**src/rtl/assert_macros.svh**
```systemverilog
// Assertion macros shared by the resonator RTL.
`ifndef ASSERT_MACROS_SVH
`define ASSERT_MACROS_SVH
`ifndef ASSERT_OFF
// same-cycle implication
`define ASSERT_IMPLY(label, clk, rst, ante, cons) \
   label: assert property (@(posedge clk) disable iff (rst) (ante) |-> (cons)) \
      else $error("assertion failed");
// next-cycle implication
`define ASSERT_NEXT(label, clk, rst, ante, cons) \
   label: assert property (@(posedge clk) disable iff (rst) (ante) |=> (cons)) \
      else $error("assertion failed");
`else
`define ASSERT_IMPLY(label, clk, rst, ante, cons)
`define ASSERT_NEXT(label, clk, rst, ante, cons)
`endif
`endif

```
**src/rtl/crps_pkg.sv**
```systemverilog
// Types and constants of the complex resonator plant step unit.
package crps_pkg;

   localparam int DRIVE_W = 18;
   localparam int PROBE_W = 18;
   localparam int COEF_W  = 26;
   localparam int STATE_W = 40;
   localparam int CSR_AW  = 4;
   localparam int CSR_DW  = 32;

   localparam logic signed [STATE_W-1:0] FIELD_REAL_RESET = 40'sd58982400;
   localparam logic signed [STATE_W-1:0] FIELD_IMAG_RESET = 40'sd28573696;

   localparam logic signed [PROBE_W-1:0] PROBE_MAX = 18'sd120000;
   localparam logic signed [PROBE_W-1:0] PROBE_MIN = -18'sd120000;

   typedef enum logic [1:0] {
      REG_POLE_REAL   = 2'd0,
      REG_POLE_IMAG   = 2'd1,
      REG_COUPLE_REAL = 2'd2,
      REG_COUPLE_IMAG = 2'd3
   } reg_index_type;

   typedef struct packed {
      logic signed [COEF_W-1:0] pole_real;
      logic signed [COEF_W-1:0] pole_imag;
      logic signed [COEF_W-1:0] couple_real;
      logic signed [COEF_W-1:0] couple_imag;
   } coef_type;

   localparam coef_type COEF_RESET = '{
      pole_real:   26'sd16756144,
      pole_imag:   26'sd4211,
      couple_real: 26'sd20133,
      couple_imag: 26'sd0
   };

   // field word handed from the update stage to the probe stage
   typedef struct packed {
      logic                      valid;
      logic signed [STATE_W-1:0] field_real;
      logic signed [STATE_W-1:0] field_imag;
   } stage_type;

endpackage

```
**src/rtl/crps_csr.sv**
```systemverilog
// APB register block holding the pole and coupling coefficients.
module crps_csr import crps_pkg::*; (
   input  logic              clock,
   input  logic              reset,
   input  logic              psel,
   input  logic              penable,
   input  logic              pwrite,
   input  logic [CSR_AW-1:0] paddr,
   input  logic [CSR_DW-1:0] pwdata,
   output logic [CSR_DW-1:0] prdata,
   output logic              pready,
   output coef_type          coef
);

   coef_type                 coef_ff;
   reg_index_type            index;
   logic signed [COEF_W-1:0] rd_value;

   assign index  = reg_index_type'(paddr[CSR_AW-1:2]);
   assign pready = 1'b1;
   assign coef   = coef_ff;

   always_ff @(posedge clock) begin
      if (reset) begin
         coef_ff <= COEF_RESET;
      end else if (psel && penable && pwrite) begin
         case (index)
            REG_POLE_REAL:   coef_ff.pole_real   <= pwdata[COEF_W-1:0];
            REG_POLE_IMAG:   coef_ff.pole_imag   <= pwdata[COEF_W-1:0];
            REG_COUPLE_REAL: coef_ff.couple_real <= pwdata[COEF_W-1:0];
            REG_COUPLE_IMAG: coef_ff.couple_imag <= pwdata[COEF_W-1:0];
            default: ;
         endcase
      end
   end

   always_comb begin
      case (index)
         REG_POLE_REAL:   rd_value = coef_ff.pole_real;
         REG_POLE_IMAG:   rd_value = coef_ff.pole_imag;
         REG_COUPLE_REAL: rd_value = coef_ff.couple_real;
         REG_COUPLE_IMAG: rd_value = coef_ff.couple_imag;
         default:         rd_value = '0;
      endcase
   end

   assign prdata = {{(CSR_DW-COEF_W){rd_value[COEF_W-1]}}, rd_value};

endmodule

```
**config.mk**
```make
export PLATFORM = sky130hd
export DESIGN_NAME = crps_csr
export DESIGN_NICKNAME = d
export VERILOG_FILES = /design/src/rtl/assert_macros.svh /design/src/rtl/crps_pkg.sv /design/src/rtl/crps_csr.sv
export SDC_FILE = /design/constraint.sdc
export NUM_CORES = 1
export LEC_CHECK = 0
export BUFFER_PORTS_ARGS = -buffer_cell sky130_fd_sc_hd__buf_2
export CORE_MARGIN = 10
export CORE_UTILIZATION = 54
export CTS_CLUSTER_DIAMETER = 50
export DETAILED_ROUTE_END_ITERATION = 16
export PLACE_DENSITY = 0.86
export SLEW_MARGIN = 20
export SYNTH_ARGS = -nofsm -noshare
export SYNTH_HDL_FRONTEND = slang
export SYNTH_SLANG_ARGS = --single-unit
```
**constraint.sdc**
```tcl
create_clock -name clock -period 3.2 [get_ports clock]
set_input_delay 0.64 -clock clock [delete_from_list [all_inputs] [get_ports clock]]
set_output_delay 0.64 -clock clock [all_outputs]
set_load 0.005 [all_outputs]
```
**Word-level counts from Yosys, hierarchy flattened**

Index checks and enable logic that the tools add are counted.

- Reduce and logical (&&, ||, !) cells: 7
- Multiplexer cells: 1
- Eq/ne operators: 3

Operators by type and width:

| operator | count |
|---|---|
| case mux 26 bit (4 select lines) | 1 |
| AND reduction 2 bit | 4 |
| equality test 2 bit (second input constant) | 2 |
| equality test 2 x 1 -> 1 bit (second input constant) | 1 |
| logical AND 1 bit | 2 |
| zero test 2 bit | 1 |

- Flip-flop bits (word level): 104
- Word-level logic and storage cells: 15

**Longest topological paths before layout**

Gate-level depths: netlist (run 1).

- Depth in word-level cells: 3
- Gate-level depth with buffers: 6

**Least setup slack after synthesis (run 1)**

Ideal clock, no wire load.

- Path kind: input to output
- Start: in paddr[2]
- End: out prdata[26]
- Stages on the path: 3
- Buffers on the path: 2
- Arrival: 1564 ps
- Data required time: 2560 ps
- Path slack: 996 ps
- Path through: buf_4 mux4_2 buf_4

- Cells in the longest elaborated chain, start to end: 2

Ends and longest elaborated chain:

| item | line | text |
|---|---|---|
| from (decl) | crps_csr.sv:8 | `input logic [CSR_AW-1:0] paddr,` |
| equality test 2 bit (tied with other cells) | crps_csr.sv:38 | `case (index)` |
| case mux 26 bit (4 select lines) (*) | crps_csr.sv:38 |  |
| to (decl) | crps_csr.sv:10 | `output logic [CSR_DW-1:0] prdata,` |

Mark *: on every way between the ends. The rest lies on a longest branch, timed or not.

**Final worst setup path (run 1)**

Ends and elaborated chain as after synthesis.

==> impl_metrics.csv, run 1 <==
group,metric,value,unit
floorplan,die_width,115.0,um
synthesis,synth_top_area_share,0.4275,
synthesis,yosysSeqAreaShare,0.4275,
routing,via_per_inst,5.462,
place,port_buffers,168,
place,dp_hpwl,9546,um
synthesis,syn-num-nets,502,
sta,tightest_slew,0.9643,ns
setup_path,startpoint_type,"primary input",
synthesis,synth_cell_types,20,
routing,drtIter0Drc,214,
setup_path,path_common_cell,"buf_2",
setup_path,crit_required,2.56,ns
setup_path,crit_buf_inv,3,
synthesis,ys_top_cells_by_area,"dfxtp_1 (43%), mux2i_1 (18%), mux4_2 (12%)",
synthesis,async_flop_share,0,
setup_path,crit_path_top_delay_cell,"mux4_2",
sta,min_period,2.423,ns
power,p_leak,2.698,nW
finish,nNetsFinal,645,
floorplan,die_h,115.0,um
sta,slew_violations,0,
routing,num_vias,3911,
floorplan,dieArea,13220,um^2
floorplan,initial_core_util,0.5557,
finish,largest_reg_flops,104,
setup_path,cp.arrival,1.78,ns
finish,drive_above_1_share,0.3635,
global_route,track_usage,0.1996,
clocking,hold_buffers,0,
clocking,htreeDepth,3,
global_route,grt_util_met2,0.3255,
synthesis,syn_avg_cell_area,10.56,um^2
finish,final_core_util,0.6709,
clocking,tritoncts,"yes",
power,power_density,401.7,nW/um^2
synthesis,yosys_warnings,0,
clocking,path_clk_slew,0.09,ns
synthesis,synth_area,4870,um^2
outcome,status,"complete, no violations",
setup_path,crit_type,"in -> out",
global_route,grt_antenna_before_repair,0,
global_route,grt_pass1_wl,21510,um
synthesis,synthFlopType,"dfxtp_1",
routing,wire_per_inst,18.66,um
sta,finalClockSkew,0,ns
clocking,cts_sinks,104,
power,peakVddDrop,268.5,uV
sta,maxSlewHeadroom,0.3571,
routing,wl,13360,um
setup_path,cp_top_family,"multiplexers",
worst_hold_path,hp-class,"reg -> reg",
sta,rsz0062_at_grt,"no",
clocking,max-clock-path-buffers,2,
setup_path,end_kind,"output pin",
place,place.gp.congestion,0.7697,
floorplan,rows,34,
global_route,grt_remaining_overflow,0,
sta,hold_viol,0,
clocking,cts_setup_buffers,0,
setup_path,cp_cell_sequence,"buf_2 > buf_12 > mux4_2 > buf_2",
routing,antenna_left,0,
synthesis,yosys.area.top_type,"dfxtp_1",
global_route,grt_pass1_vias,4085,
global_route,grt_use_met3,0.06406,
sta,fmax,412.7,MHz
clocking,numCtsBuffers,9,
global_route,grt_busiest_layer,"met2",
finish,antenna_cells,0,
run,timing.max_cap.violations,0,
global_route,grt_use_met1,0.2456,
clocking,clk_latency,0.35,ns
synthesis,synth_edf_count,0,
synthesis,syn_inst,461,
setup_path,crit_fanout,48,
routing,drc,0,
sta,finalCritPeriodShare,0.7573,
floorplan,ios,178,
finish,area_growth_syn_to_layout,20.73,%
routing,first_pass_iters,4,
clocking,post_cts_resized,0,
synthesis,ys_seq_elements,104,
floorplan,core-area,8763,um^2
setup_path,crit_path_max_incr_delay,0.60,ns
clocking,cts_root_buffer,"clkbuf_8",
global_route,grt_start_max_net_pins,72,
sta,totalNegativeSetupSlack,0,ns
sta,setup_violations,0,
## power by group
group,leakage (nW),internal [mW],switching (mW)
clock,0.0883,0.358,0.436
combinational,1.77,0.120,0.124
sequential,0.841,1.31,0.0131
## cells by family after synthesis
group	count (synthesis)	share of synthesized area
DFF	104	0.4275
AOI/OAI and AO/OA	36	0.03700
buffers and inverters	46	0.05576
muxes	112	0.2970
and+or+nand+nor	162	0.1819
other	1	0.0007701
## synth_stat cells (2+ instances only)
master	n
dfxtp_1	104
mux2i_1	86
nand2b_1	83
nor2_1	54
o21ai_0	34
mux4_2	26
nor2b_1	18
clkbuf_1	16
buf_4	15
buf_2	10
buf_6	4
o21ai_1	2
or3_1	2
## final cells by class
| cell class | instances | area, um^2 |
|---|---|---|
| clock inverters | 5 | 58.81 |
| clock buffers | 10 | 127.6 |
| flip-flops and latches | 104 | 2082 |
| well taps | 108 | 135.1 |
| inverters | 1 | 3.754 |
| multi-input cells | 311 | 2524 |
| repair buffers | 177 | 948.4 |
| fillers | 722 | 2884 |
## placed cells by master (no fill, tap or decap), drive strengths merged
master,synthesis,final
buf,29,177
bufinv,0,1
clkbuf,16,10
clkinv,0,2
clkinvlp,0,2
conb,1,1
dfxtp,104,104
inv,1,1
mux2i,86,86
mux4,26,26
nand2b,83,83
nand3,1,1
nand4,1,1
nor2,54,54
nor2b,18,18
nor3,2,2
o21ai,36,36
or2,1,1
or3,2,2
## path summary, 6_finish.rpt
check / start / cells past startpoint / to / slack, ns
setup / recovery: paddr[2] / 4 / prdata[26] / 0.78
hold / removal: coef[76] / 2 / coef[76] / 0.49
setup reg to reg: coef[39] / 3 / coef[39] / 2.41
hold reg to reg: coef[76] / 2 / coef[76] / 0.49
## through the flow
step                cells  cell area (um^2)  setup slack [ns]  hold slack, ns  power (mW)
floorplan             461              4870            0.9963          0.4748       1.506
global placement      701              5690            0.7758          0.4672       1.592
detailed placement    701              5690            0.7422          0.4786       1.599
CTS                   716              5877            0.7620          0.4912       2.383
global route          716              5879            0.7060          0.5109       2.458
finish                716              5879            0.7767          0.4911       2.362
## worst reg2reg max path, cell delays in order, from the launching register on
cell,delay (ns)
dfxtp_1,0.34
nor2b_1,0.12
o21ai_0,0.08
o21ai_0,0.11
## layer usage
metal | part of all wire | wire [um] | vias up
met5 | 0 | 0 | -
met4 | 0.017 | 222 | 0
met2 | 0.47 | 6274 | 162
li1 | - | - | 1851
met3 | 0.097 | 1293 | 21
met1 | 0.42 | 5573 | 1877
No activity file was read; power rests on OpenSTA's default activity.
==> inputs of run 2 (changes only) <==
--- a/config.mk
+++ b/config.mk
@@ -5,12 +5,13 @@
 export SDC_FILE = /design/constraint.sdc
 export NUM_CORES = 1
 export LEC_CHECK = 0
+export ABC_AREA = 1
 export BUFFER_PORTS_ARGS = -buffer_cell sky130_fd_sc_hd__buf_2
 export CORE_MARGIN = 10
-export CORE_UTILIZATION = 54
+export CORE_UTILIZATION = 44
 export CTS_CLUSTER_DIAMETER = 50
 export DETAILED_ROUTE_END_ITERATION = 16
-export PLACE_DENSITY = 0.86
+export PLACE_DENSITY = 0.76
 export SLEW_MARGIN = 20
 export SYNTH_ARGS = -nofsm -noshare
 export SYNTH_HDL_FRONTEND = slang
==> constraint.sdc (replaced) <==
create_clock -name clock -period 2.2 [get_ports clock]
set_input_delay 0.44 -clock clock [delete_from_list [all_inputs] [get_ports clock]]
set_output_delay 0.44 -clock clock [all_outputs]
set_load 0.005 [all_outputs]
==> run 2 against run 1 <==
First-iteration DRC count up 110%. Utilization down 10 points. Count of clock-buffer cells in the layout up 1. Flip-flop and latch count unchanged. Critical path depth up 3. Global-route usage down 0.77 points. Critical path type unchanged. Critical endpoint is now prdata[4]. Largest power group unchanged.
==> impl_metrics.csv, run 2 <==
group,metric,value,unit
outcome,status,"complete, no violations",
power,sw_frac_of_total,0.2709,
sta,hold_viol,0,
setup_path,rrSetupSlack,1.59,ns
synthesis,synth_top_area_share,0.4459,
synthesis,ys_top_cells_by_area,"dfxtp_1 (45%), nand2_1 (20%), nor2_1 (12%)",
setup_path,crit_type,"in -> out",
clocking,tritoncts,"yes",
power,peakVddDrop,345.6,uV
clocking,hold_buffers,0,
clocking,cts_setup_buffers,0,
sta,finalClockSkew,0,ns
sta,finalCritPeriodShare,0.8740,
sta,fmax,520.1,MHz
power,seqPwrFrac,0.540,
setup_path,cp_top_family,"buffers and inverters",
sta,min_period,1.923,ns
synthesis,synth_area,4669,um^2
clocking,post_cts_resized,0,
routing,wire_per_inst,14.87,um
place,place_ws,0.2755,ns
worst_hold_path,hp-class,"in -> reg",
finish,final_cell_mix,"nand2_1 (246), buf_2 (168), nor2_1 (148)",
sta,timing.hold.ws,0.2913,ns
place,port_buffers,168,
setup_path,crit_buf_inv,4,
routing,num_vias,4996,
floorplan,rows,37,
clocking,max-clock-path-buffers,2,
global_route,track_usage,0.1919,
setup_path,end_kind,"output pin",
global_route,grt_pass1_vias,4624,
sta,slew_violations,0,
global_route,grt_antenna_before_repair,0,
finish,fillers,1070,
setup_path,crit_fanout,16,
synthesis,synth_cell_types,14,
routing,antenna_left,0,
synthesis,synth_edf_count,0,
setup_path,crit_path_top_delay_cell,"buf_4",
power,power_density,615.2,nW/um^2
floorplan,initial_core_util,0.4523,
power,p_leak,2.958,nW
synthesis,syn_inst,721,
routing,via_per_inst,4.937,
floorplan,dieArea,15130,um^2
finish,area_growth_syn_to_layout,25.94,%
synthesis,yosys.area.top_type,"dfxtp_1",
clocking,numCtsBuffers,9,
synthesis,syn_avg_cell_area,6.476,um^2
floorplan,core-area,10320,um^2
clocking,clk_latency,0.36,ns
setup_path,crit_required,1.76,ns
power,p_int,2.637,mW
synthesis,yosys_warnings,0,
floorplan,die_h,123.0,um
global_route,grt_start_max_net_pins,105,
finish,antenna_cells,0,
floorplan,ios,178,
synthesis,synthFlopType,"dfxtp_1",
synthesis,yosysMostFrequentCell,"nand2_1",
routing,drtIter0Drc,445,
finish,nNetsFinal,912,
sta,totalNegativeSetupSlack,0,ns
sta,setup_slack,0.2772,ns
synthesis,ys_seq_elements,104,
place,dp_hpwl,10530,um
power,power_frac_comb,0.125,
setup_path,crit_path_max_incr_delay,0.26,ns
clocking,htreeDepth,3,
clocking,path_clk_slew,0.11,ns
run,timing.max_cap.violations,0,
sta,rsz0062_at_grt,"no",
place,place.gp.congestion,0.8070,
power,pwr-share-clk,0.335,
global_route,grt_pass1_wl,23590,um
setup_path,cp_cell_sequence,"buf_2 > nand2_1 > clkinv_1 > buf_4 > nand2_1 > nand4_1 > buf_2",
routing,wl,15050,um
finish,largest_reg_flops,104,
clocking,cts_sinks,104,
power,p_switching,0.9802,mW
synthesis,yosysSeqAreaShare,0.4459,
synthesis,synthTopCellsByCount,"nand2_1 (246), nor2_1 (150), nand3_1 (105)",
floorplan,die_width,123.0,um
synthesis,syn-num-nets,762,
clocking,cts_root_buffer,"clkbuf_8",
setup_path,cp.arrival,1.48,ns
finish,layout_commonest_cell,"nand2_1",
routing,drc,0,
sta,setup_violations,0,
finish,drive_above_1_share,0.2443,
routing,first_pass_iters,4,
synthesis,async_flop_share,0,
setup_path,startpoint_type,"primary input",
global_route,grt_remaining_overflow,0,
==> run 2: final timing paths <==
path                   start        end  cells after the start
setup / recovery    paddr[2]  prdata[4]                      7
hold / removal    pwdata[18]   coef[96]                      3
setup reg to reg    coef[57]   coef[57]                      2
hold reg to reg     coef[98]   coef[98]                      2
==> run 2: worst register-to-register path, delay by kind of cell, from the launching register on <==
kind | cells | cell delay, ns
flops | 1 | 0.34
simple gates | 2 | 0.15
==> run 2: per-layer routing <==
layer / global-route usage / vias up / wire [um]
met2: 0.3226 / 151 / 7080
li1: - / 2558 / -
met5: 0 / - / 0
met3: 0.05424 / 6 / 1373
met1: 0.2387 / 2281 / 6500
met4: 0.04512 / 0 / 99
==> run 2: stage by stage <==
stage               power (mW)  area (um^2)  instances  utilization
floorplan                2.247         4669        721            -
global placement         2.447         5685        996       0.5507
detailed placement       2.454         5685        996       0.5507
CTS                      3.645         5881       1012       0.5696
global route             3.779         5881       1012       0.5696
finish                   3.618         5881       1012       0.5696
==> run 2: area by class of cell <==
| class | count | area, um^2 | area share |
|---|---|---|---|
| multi-input cells | 534 | 2241 | 0.3811 |
| flip-flops and latches | 104 | 2082 | 0.3540 |
| repair buffers | 191 | 1076 | 0.1830 |
| well taps | 136 | 170.2 | 0.02894 |
| clock buffers | 11 | 131.4 | 0.02234 |
| inverters | 31 | 116.4 | 0.01979 |
| clock inverters | 5 | 63.81 | 0.01085 |
==> run 2: cells by family after synthesis <==
| kind of cell | after synthesis | synth area share |
|---|---|---|
| other | 1 | 0.0008031 |
| DFF | 104 | 0.4459 |
| and+or+nand+nor | 533 | 0.4737 |
| buffers and inverters | 83 | 0.07958 |
==> run 2: power groups by stage <==
stage	combinational [mW]	sequential (mW)	clock (mW)
2_1_floorplan	0.248	2.00	0
3_3_place_gp	0.450	2.00	0
3_5_place_dp	0.455	2.00	0
4_1_cts	0.457	1.95	1.23
5_1_grt	0.511	1.96	1.31
6_report	0.452	1.95	1.21
