[src/rtl/assert_macros.svh]
// Assertion macros shared by the resonator RTL.
`ifndef ASSERT_MACROS_SVH
`define ASSERT_MACROS_SVH
`ifndef ASSERT_OFF
// same-cycle implication
`define ASSERT_IMPLY(label, clk, rst, ante, cons) \
   label: assert property (@(posedge clk) disable iff (rst) (ante) |-> (cons)) \
      else $error("assertion failed");
// next-cycle implication
`define ASSERT_NEXT(label, clk, rst, ante, cons) \
   label: assert property (@(posedge clk) disable iff (rst) (ante) |=> (cons)) \
      else $error("assertion failed");
`else
`define ASSERT_IMPLY(label, clk, rst, ante, cons)
`define ASSERT_NEXT(label, clk, rst, ante, cons)
`endif
`endif

[src/rtl/crps_pkg.sv]
// Types and constants of the complex resonator plant step unit.
package crps_pkg;

   localparam int DRIVE_W = 18;
   localparam int PROBE_W = 18;
   localparam int COEF_W  = 26;
   localparam int STATE_W = 40;
   localparam int CSR_AW  = 4;
   localparam int CSR_DW  = 32;

   localparam logic signed [STATE_W-1:0] FIELD_REAL_RESET = 40'sd58982400;
   localparam logic signed [STATE_W-1:0] FIELD_IMAG_RESET = 40'sd28573696;

   localparam logic signed [PROBE_W-1:0] PROBE_MAX = 18'sd120000;
   localparam logic signed [PROBE_W-1:0] PROBE_MIN = -18'sd120000;

   typedef enum logic [1:0] {
      REG_POLE_REAL   = 2'd0,
      REG_POLE_IMAG   = 2'd1,
      REG_COUPLE_REAL = 2'd2,
      REG_COUPLE_IMAG = 2'd3
   } reg_index_type;

   typedef struct packed {
      logic signed [COEF_W-1:0] pole_real;
      logic signed [COEF_W-1:0] pole_imag;
      logic signed [COEF_W-1:0] couple_real;
      logic signed [COEF_W-1:0] couple_imag;
   } coef_type;

   localparam coef_type COEF_RESET = '{
      pole_real:   26'sd16756144,
      pole_imag:   26'sd4211,
      couple_real: 26'sd20133,
      couple_imag: 26'sd0
   };

   // field word handed from the update stage to the probe stage
   typedef struct packed {
      logic                      valid;
      logic signed [STATE_W-1:0] field_real;
      logic signed [STATE_W-1:0] field_imag;
   } stage_type;

endpackage

[src/rtl/crps_probe.sv]
// Probe rounding and clamping with the result register.
`include "assert_macros.svh"
module crps_probe import crps_pkg::*; (
   input  logic                      clock,
   input  logic                      reset,
   input  stage_type                 stage,
   output logic                      take,
   output logic                      out_valid,
   input  logic                      out_ready,
   output logic signed [PROBE_W-1:0] probe_real,
   output logic signed [PROBE_W-1:0] probe_imag
);

   localparam int T_W = STATE_W + 1;
   localparam int Q_W = T_W - 16;

   logic                      rsp_v_ff, rsp_v_in;
   logic signed [PROBE_W-1:0] probe_real_ff, probe_imag_ff;
   logic                      probe_in_range;

   // add one half, truncate toward zero, clamp
   function automatic logic signed [PROBE_W-1:0] round_clamp(
      input logic signed [STATE_W-1:0] v
   );
      logic signed [T_W-1:0] t;
      logic signed [Q_W-1:0] q;
      logic signed [PROBE_W-1:0] r;
      t = T_W'(v) + T_W'(32768);
      q = t[T_W-1:16];
      if (t[T_W-1] && (t[15:0] != '0)) begin
         q = q + Q_W'(1);
      end
      if (q > Q_W'(PROBE_MAX)) begin
         r = PROBE_MAX;
      end else if (q < Q_W'(PROBE_MIN)) begin
         r = PROBE_MIN;
      end else begin
         r = q[PROBE_W-1:0];
      end
      round_clamp = r;
   endfunction

   assign take = stage.valid && (!rsp_v_ff || out_ready);

   always_comb begin
      if (take) begin
         rsp_v_in = 1'b1;
      end else if (out_ready) begin
         rsp_v_in = 1'b0;
      end else begin
         rsp_v_in = rsp_v_ff;
      end
   end

   always_ff @(posedge clock) begin
      if (reset) begin
         rsp_v_ff <= 1'b0;
      end else begin
         rsp_v_ff <= rsp_v_in;
      end
   end

   always_ff @(posedge clock) begin
      if (take) begin
         probe_real_ff <= round_clamp(stage.field_real);
         probe_imag_ff <= round_clamp(stage.field_imag);
      end
   end

   assign out_valid  = rsp_v_ff;
   assign probe_real = probe_real_ff;
   assign probe_imag = probe_imag_ff;

   assign probe_in_range = (probe_real_ff <= PROBE_MAX) && (probe_real_ff >= PROBE_MIN)
                         && (probe_imag_ff <= PROBE_MAX) && (probe_imag_ff >= PROBE_MIN);

   `ASSERT_IMPLY(a_probe_range, clock, reset, rsp_v_ff, probe_in_range)
   `ASSERT_IMPLY(a_word_from_stage, clock, reset, $rose(rsp_v_ff), $past(stage.valid))
   `ASSERT_NEXT(a_word_held, clock, reset, rsp_v_ff && !out_ready, rsp_v_ff && $stable(probe_real_ff) && $stable(probe_imag_ff))

endmodule

[config.mk]
export PLATFORM = sky130hd
export DESIGN_NAME = crps_probe
export DESIGN_NICKNAME = d
export VERILOG_FILES = /design/src/rtl/crps_pkg.sv /design/src/rtl/crps_probe.sv
export VERILOG_INCLUDE_DIRS = /design/src /design/src/rtl
export SDC_FILE = /design/constraint.sdc
export NUM_CORES = 1
export LEC_CHECK = 0
export ABC_AREA = 1
export BUFFER_PORTS_ARGS = -buffer_cell sky130_fd_sc_hd__buf_2
export CORE_UTILIZATION = 55
export DETAILED_ROUTE_END_ITERATION = 10
export PLACE_DENSITY = 0.8
export SLEW_MARGIN = 15
export SYNTH_ARGS = -nofsm -noshare
export SYNTH_HDL_FRONTEND = slang
export SYNTH_SLANG_ARGS = --single-unit
[constraint.sdc]
create_clock -name clock -period 7.6 [get_ports clock]
set_input_delay 0.76 -clock clock [delete_from_list [all_inputs] [get_ports clock]]
set_output_delay 0.76 -clock clock [all_outputs]
set_load 0.02 [all_outputs]
=== After elaboration in Yosys (flattened, before gate mapping) ===
Cells that the tools add are included.

* Bits in registers: 37
* Bits of input ports: 84
* Output and inout port bits: 38
* Logic and storage cells: 31

* Add/subtract/negate cells: 4
* $lt $le $gt $ge: 4
* Mux-type cells: 8
* Reductions and logical operators: 10

{| class="wikitable"
|+ Operator list
! cell !! number
|-
| $mux 25 || 4
|-
| $add 40x17->41 const B || 2
|-
| $add 25x2->25 const B || 2
|-
| $gt 25x18->1 const B || 2
|-
| $lt 25x18->1 const B || 2
|-
| $mux 18 || 2
|-
| $reduce_bool 16->1 || 2
|-
| $reduce_or 2->1 || 2
|-
| $logic_and 1x1->1 || 3
|-
| $mux 1 || 2
|-
| $reduce_bool 2->1 || 1
|-
| $logic_not 1->1 || 1
|-
| $logic_or 1x1->1 || 1
|}

=== Longest topological paths before layout ===
Gate-level depths: netlist of the first run.

* Word-level depth: 7
* Depth in mapped cells: 24
* Mapped depth without buffers: 23

=== Worst setup path before layout of the first run ===
No wires, ideal clock.

* Kind: input to output
* Start point: input stage[80] (netlist bit)
* End point: output take
* Data arrival time: 2.852 ns
* Required time: 6.840 ns
* Path slack: 3.988 ns
* Stages on the path: 2
* Path buffers: 0
* Cell sequence: inv_1 a21oi_1

* Cells in the longest elaborated chain, start to end: 1

{| class="wikitable"
|+ RTL lines
! item !! line !! source
|-
| start, declared || crps_probe.sv:6 || <nowiki>input stage_type stage,</nowiki>
|-
| $logic_and 1x1->1 || crps_probe.sv:43 || <nowiki>assign take = stage.valid && (!rsp_v_ff || out_ready);</nowiki>
|-
| end, declared || crps_probe.sv:7 || <nowiki>output logic take,</nowiki>
|}

No other way between the ends.

=== Final worst setup path of the first run ===
* Start point: input stage[15] (netlist bit)
* End point: register probe_imag_ff[1] (netlist: probe_imag[1]) (data pin)

* Cells in the longest elaborated chain, start to end: 7
* Elaborated cells between the ends (all ways): 9
* Classes of those cells: add/sub: 2; order compare: 2; mux: 2; reduce/logical: 3

{| class="wikitable"
|+ RTL lines
! item !! line !! source
|-
| $add 40x17->41 (*) || crps_probe.sv:28 || <nowiki>t = T_W'(v) + T_W'(32768);</nowiki>
|-
| branches (longest 2 deep; another with $add 25x2->25) || - ||
|-
| $mux 25 (*) || crps_probe.sv:30 || <nowiki>if (t[T_W-1] && (t[15:0] != '0)) begin</nowiki>
|-
| $mux 25 (*) || crps_probe.sv:64 || <nowiki>if (take) begin</nowiki>
|-
| $gt 25x18->1 / $lt 25x18->1 (equally long branches) || crps_probe.sv:33, crps_probe.sv:35 ||
|-
| $reduce_or 2->1 (no source line) || - ||
|-
| end signal, assigned || crps_probe.sv:66 || <nowiki>probe_imag_ff <= round_clamp(stage.field_imag);</nowiki>
|-
| end, declared || crps_probe.sv:18 || <nowiki>logic signed [PROBE_W-1:0] probe_real_ff, probe_imag_ff;</nowiki>
|}

Mark *: on every way between the ends. The select of a mux whose other input is x is not followed.
A chain may end at the register's enable or synchronous reset.

==> results of run 1 <==
## worst max-delay path, cell delays in order
cell     delay, ns
buf_2         0.11
ha_1          0.26
nand2_2       0.14
inv_1         0.05
nor2_1        0.17
ha_1          0.24
nand2_1       0.09
nor2_1        0.29
nand2_1       0.09
nor2_1        0.16
nand2_1       0.09
xor2_1        0.26
nand3_1       0.11
nor2_1        0.11
nand2_1       0.05
nand2_1       0.06
nand2_2       0.13
nand2_2       0.15
nor2_1        0.06
## sequential cells by signal, indices dropped and copies added (netlist names)
name	cells
probe_imag	18
probe_real	18
out_valid	1
## kinds of logic after synthesis
group | synth area share
AO/OA/AOI/OAI | 0.0315
flip-flops | 0.194
adder cells (fa/ha/maj) | 0.00881
XOR/XNOR | 0.0260
buffers and inverters | 0.0965
AND/OR/NAND/NOR | 0.643
## per-stage QoR
stage | cells | instance area, µm² | setup slack (ns)
2_1_floorplan | 1080 | 5680 | 3.99
6_report | 1340 | 6570 | 4.25
3_5_place_dp | 1332 | 6450 | 3.97
5_1_grt | 1340 | 6570 | 3.88
3_3_place_gp | 1332 | 6450 | 3.99
4_1_cts | 1340 | 6570 | 4.28
## area by class of cell
type	count	area, µm²
Sequential cell	37	1100
Tap cell	133	166
Fill cell	1030	3340
Clock buffer	6	82.6
Timing Repair Buffer	122	613
Inverter	139	522
Clock inverter	2	37.5
Multi-Input combinational cell	901	4040
## per-layer routing
layer	wire length (µm)	up-vias
li1	-	3618
met1	7600	2951
met2	6500	275
met3	1060	12
met4	123	0
met5	0	-
## synth_stat cells
cell and n:
nor2_2 21, nor2_8 1, and2_1 1, a21oi_1 7, clkinv_1 3, o21ai_1 6, a21oi_2 2, inv_1 127
nand2_1 439, nand2_4 4, buf_4 2, ha_1 4, nor3_2 1, inv_2 9, edfxtp_1 36, xor2_1 11
nor3_1 11, dfxtp_1 1, o21bai_1 5, nand3_1 101, nand3_2 2, xnor2_1 4, xor2_2 1, o21ai_2 1
nor2_4 10, buf_6 1, nand3b_1 6, o21ai_0 10, nand2_2 20, nor2_1 210, nand4_1 23
## power groups by stage
stage / clock network (W) / registers, W / logic [W]
after floorplan: 0 / 0.000266 / 0.000141
after global placement: 0 / 0.000247 / 0.000238
after detailed placement: 0 / 0.000247 / 0.000240
after CTS: 0.000174 / 0.000243 / 0.000240
after global routing: 0.000180 / 0.000244 / 0.000274
final: 0.000172 / 0.000243 / 0.000243
## final timing paths
| kind | start | end | slack [ns] | depth (start not counted) |
|---|---|---|---|---|
| worst max-delay path | stage[15] | probe_imag[1] | 4.25 | 19 |
| worst min-delay path | out_valid | out_valid | 0.51 | 2 |
| worst max register to register | out_valid | probe_real[13] | 6.37 | 2 |
| worst min register to register | out_valid | out_valid | 0.51 | 2 |
==> impl_metrics.csv, run 1 <==
group,metric,value,unit
outcome,status,"complete, no violations",
setup_path,crit_type,"in -> reg",
global_route,grt-busiest-layer,"met2",
synthesis,yosysTopAreaCell,"nand2_1",
routing,drc,0,
power,p_comb_frac,0.370,
synthesis,post_synth_main_area_contributors,"nand2_1, edfxtp_1, nor2_1, nand3_1, inv_1",
global_route,use_met1,0.421,
routing,ant_nets,0,
placement,dp_hpwl,13300,µm
timing,worst_pin_slew,0.561,ns
clock_tree,postCtsHoldBufs,0,
routing,drtIter0Drc,503,
setup_path,cp.arrival,3.39,ns
clock_tree,clkLatencyLatePin,0.28,ns
floorplan,initial_utilization,0.573,
timing,fin_crit_sh,0.441,
power,p_per_area,100,nW/µm²
timing,setup_violations,0,
synthesis,syn_inst,1080,
synthesis,synth_area,5680,µm²
global_route,grt_overflow_total,0,
placement,io_buffer_count,121,
cells_and_area,area_delta_synth_final,15.6,%
timing,fin_tns_setup,0,ns
min_path,hold_path_class,"reg -> reg",
timing,skew,0.00262,ns
synthesis,ys_types,31,
routing,wl_per_cell,11.4,µm
synthesis,netlist.area_leader.share,0.290,
power,pwr-share-seq,0.369,
global_route,grt_usage,0.289,
floorplan,die_area,10700,µm²
global_route,use_met2,0.475,
cells_and_area,layout-drive-gt1-share,0.168,
clock_tree,cts_tree,"yes",
setup_path,end_kind,"register",
global_route,grt_max_degree,38,
clock_tree,cts_setup_buffers,0,
power,sw_frac_of_total,0.360,
setup_path,cp_max_fo,12,
placement,gp_congestion,0.941,
setup_path,start_kind,"primary input",
clock_tree,clock-root-buffer,"clkbuf_8",
cells_and_area,layout_commonest_cell,"nand2_1",
cells_and_area,layout_common_cells,"nand2_1, nor2_1, inv_1",
timing,min_period,3.35,ns
synthesis,syn_nets,1168,
floorplan,die_y,104,µm
floorplan,die_w,104,µm
floorplan,num_rows,36,
power,finalPower,0.000658,W
timing,rsz0062_at_grt,"no",
power,p_int,0.000421,W
cells_and_area,finalNetCount,1294,
clock_tree,cts_resized,0,
timing,finalHoldViolCount,0,
cells_and_area,fin_util,0.663,
synthesis,yosysWarnings,0,
clock_tree,cts_buffers,5,
global_route,grt_pass1_wl,26200,µm
cells_and_area,antennaDiodeCount,0,
clock_tree,cts_max_level,2,
synthesis,avgSynthCellArea,5.26,µm²
power,p_switching,0.000237,W
clock_tree,clockBufferDepth,2,
synthesis,synth.yosys.seq_area_share,0.194,
routing,route.vias.total,6856,
timing,whs,0.506,ns
setup_path,cp.required,7.64,ns
global_route,grt_pass1_vias,5951,
floorplan,core,9910,µm²
global_route,grt_util_met3,0.0214,
clock_tree,cts_num_sinks,37,
clock_tree,path_clk_slew,0.07,ns
routing,drtPass1Iterations,5,
power,p_leak,3.35,nW
run,drv_cap,0,
power,vdd_ir_drop_max,0.0944,mV
routing,routed_wl,15300,µm
floorplan,io_pins,122,
timing,relSlewSlack,0.626,
synthesis,synth-seq-cells,37,
timing,drv_slew,0,
power,pwr-share-clk,0.261,
global_route,antenna_found_initial,0,
timing,clock.fmax,298,MHz
routing,vias_per_cell,5.12,
Note: power is estimated with default switching activity, not from simulation.
==> run 2, diff against run 1 <==
==> constraint.sdc (replaced) <==
create_clock -name clock -period 3.5 [get_ports clock]
set_input_delay 0.35 -clock clock [delete_from_list [all_inputs] [get_ports clock]]
set_output_delay 0.35 -clock clock [all_outputs]
set_load 0.02 [all_outputs]
==> impl_metrics.csv, run 2 (same netlist as run 1, synthesis figures left out) <==
group,metric,value,unit
routing,vias_per_cell,5.04,
clock_tree,cts_max_level,2,
routing,route.vias.total,6749,
setup_path,end_kind,"register",
run,drv_cap,0,
setup_path,crit_type,"in -> reg",
power,p_leak,3.34,nW
outcome,status,"complete, no violations",
cells_and_area,antennaDiodeCount,0,
cells_and_area,final_cell_area,6530,µm²
routing,drtIter0Drc,599,
clock_tree,path_clk_slew,0.07,ns
clock_tree,cts_num_sinks,37,
timing,finalWorstSetupSlack,0.521,ns
timing,drv_slew,0,
timing,worst_pin_slew,0.589,ns
cells_and_area,layout_commonest_cell,"nand2_1",
setup_path,cp.required,3.54,ns
timing,setup_violations,0,
global_route,grt_pass1_wl,25400,µm
timing,skew,0.00349,ns
cells_and_area,layout_common_cells,"nand2_1, nor2_1, inv_1",
floorplan,die_y,104,µm
power,p_per_area,203,nW/µm²
power,pwr-share-seq,0.398,
global_route,grt_overflow_total,0,
floorplan,core,9910,µm²
placement,pre_cts_ws,0.250,ns
global_route,grt_pass1_vias,5705,
clock_tree,cts_setup_buffers,0,
cells_and_area,layout-drive-gt1-share,0.167,
routing,wl_per_cell,11.2,µm
clock_tree,cts_resized,0,
global_route,grt_max_degree,25,
floorplan,initial_utilization,0.573,
placement,placed_area,6450,µm²
power,p_switching,0.000505,W
floorplan,io_pins,122,
routing,routed_wl,15000,µm
placement,gp_congestion,0.959,
clock_tree,clock-root-buffer,"clkbuf_8",
cells_and_area,area_delta_synth_final,14.9,%
timing,rsz0062_at_grt,"no",
setup_path,cp_max_fo,12,
timing,relSlewSlack,0.607,
clock_tree,cts_tree,"yes",
global_route,antenna_found_initial,0,
timing,fin_tns_setup,0,ns
power,p_comb_frac,0.399,
setup_path,cp.arrival,3.01,ns
clock_tree,clkLatencyLatePin,0.28,ns
clock_tree,postCtsHoldBufs,0,
routing,ant_nets,0,
global_route,grt_usage,0.281,
power,sw_frac_of_total,0.381,
cells_and_area,finalNetCount,1294,
floorplan,num_rows,36,
power,p_int,0.000821,W
routing,drc,0,
setup_path,start_kind,"primary input",
min_path,hold_path_class,"in -> reg",
timing,fin_crit_sh,0.851,
power,pwr-share-clk,0.204,
placement,dp_hpwl,13200,µm
routing,drtPass1Iterations,6,
floorplan,die_area,10700,µm²
floorplan,die_w,104,µm
clock_tree,clockBufferDepth,2,
timing,min_period,2.98,ns
clock_tree,cts_buffers,5,
cells_and_area,fin_util,0.659,
timing,clock.fmax,336,MHz
placement,io_buffer_count,121,
power,vdd_ir_drop_max,0.307,mV
timing,finalHoldViolCount,0,
run 2: path summary, 6_finish.rpt:
kind,startpoint,end,slack (ns),cells past startpoint
hold reg to reg,out_valid,out_valid,0.51,2
hold / removal,reset,out_valid,0.22,2
setup / recovery,stage[15],probe_imag[5],0.52,19
setup reg to reg,out_valid,probe_imag[16],2.09,2
run 2: power by group through the flow:
| stage | clock, W | combinational (W) | sequential [W] |
|---|---|---|---|
| 3_3_place_gp | 0 | 0.000517 | 0.000537 |
| 6_report | 0.000270 | 0.000528 | 0.000527 |
| 3_5_place_dp | 0 | 0.000520 | 0.000537 |
| 5_1_grt | 0.000289 | 0.000593 | 0.000530 |
| 4_1_cts | 0.000278 | 0.000522 | 0.000528 |
| 2_1_floorplan | 0 | 0.000306 | 0.000577 |
run 2: area by class of cell:
| cell class | count | area, µm² |
|---|---|---|
| multi-input cells | 901 | 4040 |
| clock inverters | 2 | 10.0 |
| fillers | 1024 | 3380 |
| well taps | 133 | 166 |
| flip-flops and latches | 37 | 1100 |
| inverters | 139 | 522 |
| clock buffers | 6 | 72.6 |
| repair buffers | 122 | 613 |
run 2: per-layer routing:
| metal | vias to the layer above | share of wire | track usage | wire (µm) |
|---|---|---|---|---|
| met4 | 0 | 0.013 | 0.0528 | 193 |
| met1 | 2839 | 0.49 | 0.414 | 7420 |
| met3 | 15 | 0.073 | 0.0227 | 1100 |
| met2 | 273 | 0.42 | 0.451 | 6300 |
| met5 | - | 0 | 0 | 0 |
| li1 | 3622 | - | - | - |
run 2: critical path, cell delays in order:
cell and delay [ns]:
buf_2 0.12, ha_1 0.26, nand2_2 0.14, inv_1 0.05
nor2_1 0.17, ha_1 0.24, nand2_1 0.08, nor2_1 0.29
nand2_1 0.09, nor2_1 0.16, nand2_1 0.08, xor2_1 0.27
nand3_1 0.11, nor2_1 0.11, nand2_1 0.05, nand2_1 0.07
nand2_2 0.13, nand2_2 0.15, nor2_1 0.06
run 2: metrics by stage:
| stage | power [W] | hold slack, ns | std cells |
|---|---|---|---|
| 6_report | 0.00133 | 0.224 | 1340 |
| 5_1_grt | 0.00141 | 0.225 | 1340 |
| 3_5_place_dp | 0.00106 | 0.508 | 1332 |
| 2_1_floorplan | 0.000883 | 0.419 | 1080 |
| 3_3_place_gp | 0.00105 | 0.502 | 1332 |
| 4_1_cts | 0.00133 | 0.213 | 1340 |
